[config.mk]
export PLATFORM = sky130hd
export DESIGN_NAME = p1305_ctrl
export DESIGN_NICKNAME = d
export VERILOG_FILES = /design/src/sv/p1305_pkg.sv /design/src/sv/p1305_ctrl.sv
export SDC_FILE = /design/constraint.sdc
export NUM_CORES = 1
export LEC_CHECK = 0
export ABC_AREA = 1
export BUFFER_PORTS_ARGS = -buffer_cell sky130_fd_sc_hd__buf_2
export CAP_MARGIN = 40
export CELL_PAD_IN_SITES_DETAIL_PLACEMENT = 2
export CELL_PAD_IN_SITES_GLOBAL_PLACEMENT = 2
export CORE_MARGIN = 2
export CORE_UTILIZATION = 29
export CTS_CLUSTER_DIAMETER = 80
export DETAILED_ROUTE_END_ITERATION = 8
export PLACE_DENSITY = 0.82
export SLEW_MARGIN = 5
export SYNTH_ARGS = -nofsm -noshare
export SYNTH_HDL_FRONTEND = slang
export SYNTH_SLANG_ARGS = --single-unit
[constraint.sdc]
create_clock -name clk -period 1.57 [get_ports clk]
set_input_delay 0.157 -clock clk [delete_from_list [all_inputs] [get_ports clk]]
set_output_delay 0.157 -clock clk [all_outputs]
set_load 0.02 [all_outputs]
[src/sv/p1305_pkg.sv]
// ----------------------------------------------------------------------------
// Poly1305 package
// Shared types, constants and the command and status structs.
// ----------------------------------------------------------------------------
package p1305_pkg;

	localparam int unsigned LimbW  = 26;
	localparam int unsigned NLimbs = 5;
	localparam int unsigned CfgIdxW = 2;

	localparam logic [CfgIdxW-1:0] REG_R_LOW  = 2'd0;
	localparam logic [CfgIdxW-1:0] REG_R_HIGH = 2'd1;
	localparam logic [CfgIdxW-1:0] REG_S_LOW  = 2'd2;
	localparam logic [CfgIdxW-1:0] REG_S_HIGH = 2'd3;

	localparam logic [63:0] CLAMP_LO = 64'h0ffffffc0fffffff;
	localparam logic [63:0] CLAMP_HI = 64'h0ffffffc0ffffffc;

	// Controller to datapath.
	typedef struct packed {
		logic load;     // absorb the input beat into h
		logic clr_acc;  // zero the product accumulators
		logic mac;      // one multiply-accumulate column step
		logic carry;    // one carry pass over the product
		logic commit;   // write product back as the accumulator
		logic fin;      // final reduction and tag formation
		logic clr_h;    // clear accumulator after tag
		logic [2:0] col;
	} p1305_cmd_t;

	typedef struct packed {
		logic last;
	} p1305_sts_t;

endpackage

[src/sv/p1305_ctrl.sv]
// ----------------------------------------------------------------------------
// Poly1305 controller
// Sequences absorb, the five multiply columns, three carry passes and the tag.
// ----------------------------------------------------------------------------
module p1305_ctrl import p1305_pkg::*; (
	input  logic       clk,
	input  logic       arst_n,
	input  logic       in_valid,
	output logic       in_ready,
	output logic       out_valid,
	input  logic       out_ready,
	input  p1305_sts_t sts,
	output p1305_cmd_t cmd
);

	typedef enum logic [6:0] {
		S_IDLE  = 7'b0000001,
		S_MAC   = 7'b0000010,
		S_CARRY = 7'b0000100,
		S_COMMIT= 7'b0001000,
		S_FIN   = 7'b0010000,
		S_OUT   = 7'b0100000,
		S_WAIT  = 7'b1000000
	} state_t;

	state_t     state_q;
	logic [2:0] cnt_q;

	assign in_ready  = (state_q == S_IDLE);
	assign out_valid = (state_q == S_OUT);

	// Command decode from the state.
	always_comb begin
		cmd = '0;
		cmd.col = cnt_q;
		unique case (state_q)
			S_IDLE:   begin cmd.load = in_valid; cmd.clr_acc = in_valid; end
			S_MAC:    cmd.mac = 1'b1;
			S_CARRY:  cmd.carry = 1'b1;
			S_COMMIT: cmd.commit = 1'b1;
			S_FIN:    cmd.fin = 1'b1;
			S_OUT:    cmd.clr_h = out_ready;
			S_WAIT:   ;
			default:  ;
		endcase
	end

	// Next state and step counter.
	always_ff @(posedge clk or negedge arst_n) begin
		if (!arst_n) begin
			state_q <= S_IDLE;
			cnt_q   <= '0;
		end else begin
			unique case (state_q)
				S_IDLE: if (in_valid) begin
					state_q <= S_MAC;
					cnt_q   <= '0;
				end
				S_MAC: begin
					if (cnt_q == 3'd4) begin
						state_q <= S_CARRY;
						cnt_q   <= '0;
					end else cnt_q <= cnt_q + 3'd1;
				end
				S_CARRY: begin
					if (cnt_q == 3'd2) state_q <= S_COMMIT;
					else cnt_q <= cnt_q + 3'd1;
				end
				S_COMMIT: state_q <= sts.last ? S_FIN : S_WAIT;
				S_WAIT:   state_q <= S_IDLE;
				S_FIN:    state_q <= S_OUT;
				S_OUT:    if (out_ready) state_q <= S_IDLE;
				default:  state_q <= S_IDLE;
			endcase
		end
	end

endmodule

### Yosys cells after proc, flatten, opt, wreduce, memory -nomap -nowiden

Index checks and enable logic that the tools add are counted.
W data, S select, Z words.

* output and inout port bits: 12
* register bits after elaboration: 10
* logic and storage cells: 35

* add/subtract/negate cells: 1
* multiplexer cells: 16
* equal/unequal tests: 13
* reductions and logical operators: 3

Operator list (count)
* $pmux W7 S6: 1
* $mux W7: 5
* $mux W3: 3
* $pmux W3 S3: 1
* $ne A2 B2 Y1 const B: 4
* $eq A7 B1 Y1 const B: 1
* $eq A7 B2 Y1 const B: 1
* $eq A7 B3 Y1 const B: 1
* $eq A7 B4 Y1 const B: 1
* $eq A7 B5 Y1 const B: 1
* $eq A7 B6 Y1 const B: 1
* $mux W1: 5
* $reduce_and A4 Y1: 1
* $add A3 B1 Y3 const B: 1
* $eq A3 B2 Y1 const B: 1
* $eq A3 B3 Y1 const B: 1
* $reduce_and A3 Y1: 1
* $reduce_bool A3 Y1: 1
* $mux W2: 1
* $ne A2 B1 Y1 const B: 1

### Logic depth before layout (Yosys ltp)

Gate-level depths: netlist of run 1.

* depth in word-level cells: 3
* depth in mapped cells: 10

### Least setup slack after synthesis of run 1

OpenSTA, ideal clock, no wires.

* kind: flip-flop to output port
* start point: register state_q[6]
* end point: output port cmd[9] (netlist bit)
* cell stages (with the launch flop): 8
* path slack: 0.081 ns
* buffers on the path: 2
* arrival: 1.332 ns
* cells stage by stage: dfrtp_1 > inv_2 > nand2_4 > nor2_4 > buf_12 > nand2_4 > nor2_1 > buf_4

RTL lines
* from (decl): RTL line p1305_ctrl.sv:26 `state_t state_q;`
* from (signal assigned): RTL line p1305_ctrl.sv:69 `S_COMMIT: state_q <= sts.last ? S_FIN : S_WAIT;`
* to (decl): RTL line p1305_ctrl.sv:13 `output p1305_cmd_t cmd`

==> results of run 1 <==
worst max-delay path by stage:
stage / slack (ps) / endpoint / depth (start not counted)
2_1_floorplan: 80 / cmd[9] / 7
3_3_place_gp: 190 / cnt_q[0] / 9
3_5_place_dp: 110 / state_q[1] / 9
4_1_cts: -30 / cmd[5] / 6
5_1_grt: -90 / cmd[6] / 7
6_report: -40 / cmd[6] / 7
kinds of logic after synthesis:
group,Yosys count
adders and majority gates,3
AOI/OAI and AO/OA,2
and+or+nand+nor,71
DFF,10
buffers and inverters,26
sequential cells by signal, indices dropped and copies added, names as in the netlist:
signal / cells
state_q: 7
cnt_q: 3
what timing repair did:
item                                   4_1_cts  5_1_grt
endpoints found under the hold margin       10        0
hold buffers                                 1        0
pin swaps                                    1        7
resized for setup                           10       18
setup buffers                                2        7
setup endpoints to repair                    6       15
cell usage after synthesis:
cell,n
nor2_4,4
dfstp_2,1
nand3_1,11
nand3_4,2
o21ai_0,2
nand2_1,32
inv_2,6
ha_1,3
nor2_1,13
nand2_4,4
buf_4,1
inv_1,18
nand3b_1,2
buf_12,1
nor2_2,1
dfrtp_1,9
nand2_2,2
stage by stage:
step	instances	utilization, %	cell area, sq um	total power, mW	TNS [ps]
after floorplan	112	-	800	0.961	0
after global placement	158	33.9	911	1.11	0
final	172	41.3	1110	1.58	-63.8
after global routing	172	41.3	1110	1.69	-693
after detailed placement	158	33.9	911	1.15	0
after CTS	165	36.9	991	1.40	-33.0
layer usage:
layer	part of all wire (%)	global-route usage (%)	vias up
met5	0	0	-
met4	0.69	8.16	0
met3	1.2	1.61	2
met2	55	25.9	8
met1	43	22.4	410
li1	-	-	392
worst max-delay path: stages, from the launching register on:
cell	delay, ps
dfrtp_1	400
inv_2	90
nand2_4	60
nor2_4	240
buf_12	150
nand2_4	60
inv_2	70
buf_6	110
final cells by class:
| class | instances | area, sq um | area share (%) |
|---|---|---|---|
| multi-input combinational | 76 | 490 | 44.2 |
| sequential | 10 | 251 | 22.7 |
| timing repair buffer | 27 | 209 | 18.8 |
| inverter | 24 | 92.6 | 8.35 |
| tap | 31 | 38.8 | 3.50 |
| clock buffer | 4 | 26.3 | 2.37 |
power by group:
part	internal, mW	switching (mW)
Combinational	0.364	0.646
Sequential	0.319	0.0504
Clock	0.0984	0.0976
Total	0.782	0.794
==> impl_metrics.env, run 1 <==
export IMPL_grt_max_degree=11
export IMPL_syn_avg_cell_area_sq_um=7.14
export IMPL_maxCapViolCount=0
export IMPL_drive_above_1_share_pct=41.8
export IMPL_dp_slack_ps=108
export IMPL_critPathMaxFanout=5
export IMPL_die_height_microns=56.5
export IMPL_hold_slack_ps=59.7
export IMPL_worst_pin_slew_ps=305
export IMPL_crit_arrival_ps=1460
export IMPL_ys_seq_area_share_pct=31.5
export IMPL_place_congestion=0.785
export IMPL_diodes=0
export IMPL_power_density_nw_per_um2=1420
export IMPL_netlist_area_leader_share_pct=28.2
export IMPL_ys_seq_elements=10
export IMPL_layout_nets=150
export IMPL_yosys_top_cells_area="dfrtp_1 (28%), nand2_1 (15%), inv_1 (8.5%)"
export IMPL_startpoint_type="register"
export IMPL_h_tree_depth=1
export IMPL_die_area_sq_um=3190
export IMPL_area_growth_pct=38.7
export IMPL_tritoncts="done"
export IMPL_port_buffers=16
export IMPL_worstHoldStart="sts"
export IMPL_min_to="state_q[6]"
export IMPL_period_minus_slack_ps=1610
export IMPL_ant_nets=0
export IMPL_r2r_start="state_q[6]"
export IMPL_grt_first_pass_wirelength_mm=4.00
export IMPL_setup_viol_count_final=4
export IMPL_vias=812
export IMPL_dp_final_hpwl_mm=1.76
export IMPL_initial_core_util_pct=29.8
export IMPL_synthMuxAreaShare_pct=0
export IMPL_worstSkewPairLatency_ps=270
export IMPL_ios=17
export IMPL_rr_worst_depth=10
export IMPL_first_pass_iters=6
export IMPL_post_drt_wl_per_cell_microns=16.0
export IMPL_synthXorXnorAreaFrac_pct=0
export IMPL_antenna_found_initial=0
export IMPL_crit_path_start="state_q[6]"
export IMPL_num_rows=19
export IMPL_num_fill_cells=312
export IMPL_worstHoldPathType="primary input to register"
export IMPL_r2r_end="state_q[2]"
export IMPL_grt_overflow_total=0
export IMPL_hold_depth=2
export IMPL_crit_type="register to output pin"
export IMPL_max_slew_margin_rel_pct=79.7
export IMPL_synth_simple_area_share_pct=47.9
export IMPL_cts_root_buf="clkbuf_4"
export IMPL_coreArea_sq_um=2690
export IMPL_status="complete, but fails checks"
export IMPL_synthAdderAreaFrac_pct=4.69
export IMPL_routed_wl_mm=2.75
export IMPL_cts_sinks=10
export IMPL_syn_nets=120
export IMPL_hold_violations=0
export IMPL_end_kind="output pin"
export IMPL_finalCritPeriodShare_pct=103
export IMPL_yosysTopAreaCell="dfrtp_1"
export IMPL_ys_warn_count=0
export IMPL_grt_util_all_layers_pct=16.5
export IMPL_die_x_microns=56.5
export IMPL_vdd_drop_max_uv=875
export IMPL_via_per_inst=4.72
export IMPL_grt_setup_unrepaired="true"
export IMPL_drt_iter0_markers=6
export IMPL_synth_top_family_by_area="simple AND/OR/NAND/NOR gates"
export IMPL_grt_pass1_vias=837
export IMPL_layout_common_cells="nand2_1 (29), inv_1 (16), buf_2 (11), nand3_1 (10), buf_4 (10)"
export IMPL_numCtsBuffers=3
export IMPL_leakagePower_nw=0.645
export IMPL_required_ps=1410
export IMPL_layout_setup_ws_ps=-42.4
export IMPL_rrSetupSlack_ps=-10
export IMPL_synth_compound_area_share_pct=1.25
export IMPL_clockBufferDepth=2
export IMPL_violations="setup timing"
export IMPL_drc=0
export IMPL_layout_commonest_cell="nand2_1"
export IMPL_fmax_mhz=620
export IMPL_finalMaxSlewViolations=0
export IMPL_path_clk_slew_ps=70
export IMPL_mappedNetlistArea_sq_um=800
export IMPL_ys_types=17
export IMPL_fin_worst_skew_ps=1.53
export IMPL_netlist_instances=112
Note: power is estimated with default switching activity, not from simulation.
==> inputs of run 2 (changes only) <==
Settings changed: CELL_PAD_IN_SITES_DETAIL_PLACEMENT 2 to 0, CELL_PAD_IN_SITES_GLOBAL_PLACEMENT 2 to 1, CORE_UTILIZATION 29 to 30, PLACE_DENSITY 0.82 to 0.69.
==> impl_metrics.env, run 2 (same netlist as run 1, synthesis figures left out) <==
export IMPL_coreArea_sq_um=2500
export IMPL_ios=17
export IMPL_hold_violations=0
export IMPL_cts_root_buf="clkbuf_4"
export IMPL_grt_setup_unrepaired="true"
export IMPL_die_area_sq_um=3090
export IMPL_largestRegisters="state_q x7, cnt_q x3"
export IMPL_routed_wl_mm=1.60
export IMPL_grt_pass1_vias=623
export IMPL_dp_final_hpwl_mm=1.27
export IMPL_die_height_microns=55.6
export IMPL_crit_arrival_ps=1360
export IMPL_regMostFlops="state_q"
export IMPL_post_drt_wl_per_cell_microns=9.72
export IMPL_r2r_end="state_q[0]"
export IMPL_tritoncts="done"
export IMPL_die_x_microns=55.6
export IMPL_antenna_found_initial=0
export IMPL_rr_worst_depth=9
export IMPL_max_slew_margin_rel_pct=84.2
export IMPL_setup_viol_count_final=0
export IMPL_area_growth_pct=25.8
export IMPL_grt_overflow_total=0
export IMPL_worstHoldPathType="primary input to register"
export IMPL_status="completed"
export IMPL_finalMaxSlewViolations=0
export IMPL_cts_sinks=10
export IMPL_h_tree_depth=1
export IMPL_power_density_nw_per_um2=1400
export IMPL_grt_first_pass_wirelength_mm=2.72
export IMPL_largest_reg_flops=7
export IMPL_place_congestion=0.842
export IMPL_period_minus_slack_ps=1510
export IMPL_dp_slack_ps=166
export IMPL_critPathMaxFanout=3
export IMPL_via_per_inst=4.21
export IMPL_maxCapViolCount=0
export IMPL_layout_commonest_cell="nand2_1"
export IMPL_layout_nets=144
export IMPL_drc=0
export IMPL_numCtsBuffers=3
export IMPL_finalCritPeriodShare_pct=96.4
export IMPL_ant_nets=0
export IMPL_rrSetupSlack_ps=140
export IMPL_power_mw=1.41
export IMPL_startpoint_type="register"
export IMPL_fin_worst_skew_ps=7.94
export IMPL_min_to="state_q[6]"
export IMPL_clockBufferDepth=2
export IMPL_initial_core_util_pct=32.0
export IMPL_hold_depth=2
export IMPL_fmax_mhz=661
export IMPL_end_kind="output pin"
export IMPL_layout_setup_ws_ps=56.6
export IMPL_first_pass_iters=4
export IMPL_port_buffers=16
export IMPL_grt_max_degree=11
export IMPL_r2r_start="cnt_q[0]"
export IMPL_vdd_drop_max_uv=897
export IMPL_seqCellArea_sq_um=251
export IMPL_worstSkewPairLatency_ps=270
export IMPL_vias=695
export IMPL_drt_iter0_markers=9
export IMPL_worstHoldStart="sts"
export IMPL_diodes=0
export IMPL_required_ps=1410
export IMPL_multi_input_area_sq_um=463
export IMPL_grt_util_all_layers_pct=11.3
export IMPL_leakagePower_nw=0.615
export IMPL_worst_pin_slew_ps=236
export IMPL_drive_above_1_share_pct=34.8
export IMPL_path_clk_slew_ps=60
export IMPL_num_rows=18
export IMPL_layout_common_cells="nand2_1 (31), inv_1 (18), buf_2 (12), nor2_1 (11), nand3_1 (10)"
export IMPL_crit_type="register to output pin"
export IMPL_num_fill_cells=259
[run 2: cell types whose count changed in the layout (fill, tap and decap cells not counted), sizes merged]
cell and delta:
buf -6
[run 2: power breakdown]
part	leakage, nW	total, mW	internal (mW)	switching (mW)
combinational	0.467	0.853	0.312	0.541
clock	0.0150	0.193	0.0984	0.0947
sequential	0.134	0.363	0.319	0.0443
[run 2: routing by layer]
| metal | routed length, microns | vias up | global-route usage [%] | share of wire [%] |
|---|---|---|---|---|
| met1 | 759 | 297 | 15.0 | 47 |
| met5 | 0 | - | 0 | 0 |
| met2 | 756 | 11 | 16.5 | 47 |
| met3 | 35 | 5 | 1.63 | 2.2 |
| li1 | - | 382 | - | - |
| met4 | 52 | 0 | 8.36 | 3.2 |
[run 2: what timing repair did]
| item | CTS | global route |
|---|---|---|
| pin swaps | 0 | 1 |
| endpoints found under the hold margin | 10 | 0 |
| hold buffers | 1 | 0 |
| setup buffers | 0 | 3 |
| endpoints found under the setup margin | 3 | 8 |
| resized for setup | 1 | 13 |
[run 2: critical path: stages (launching register included)]
cell	delay, ps
dfstp_2	540
nand2_1	90
nor2_4	150
nand2_4	80
inv_1	90
buf_4	140
[run 2: cell type report]
cell class / instances / area share, %
multi-input combinational: 76 / 46.0
tap: 30 / 3.73
clock buffer: 4 / 2.61
sequential: 10 / 25.0
inverter: 24 / 8.96
timing repair buffer: 21 / 13.7
[run 2: worst max path at each step]
stage,from,to,slack (ps),cells past startpoint
after floorplan,state_q[6],cmd[9],80,7
after global placement,cnt_q[0],state_q[2],190,9
after detailed placement,cnt_q[0],state_q[2],170,9
after CTS,state_q[0],cmd[8],-4,5
after global routing,state_q[0],in_ready,-10,5
final,state_q[0],in_ready,60,5
[run 2: stage by stage]
step                      cell area [sq um]  util (%)  setup TNS [ps]  hold WS (ps)  cells
after floorplan                         800         -               0          -139    112
after global placement                  897      35.9               0          37.2    157
after detailed placement                897      35.9               0          36.7    157
after CTS                               936      37.4           -5.45          49.6    162
after global routing                   1010      40.2           -47.4          61.8    165
final                                  1010      40.2               0          51.6    165
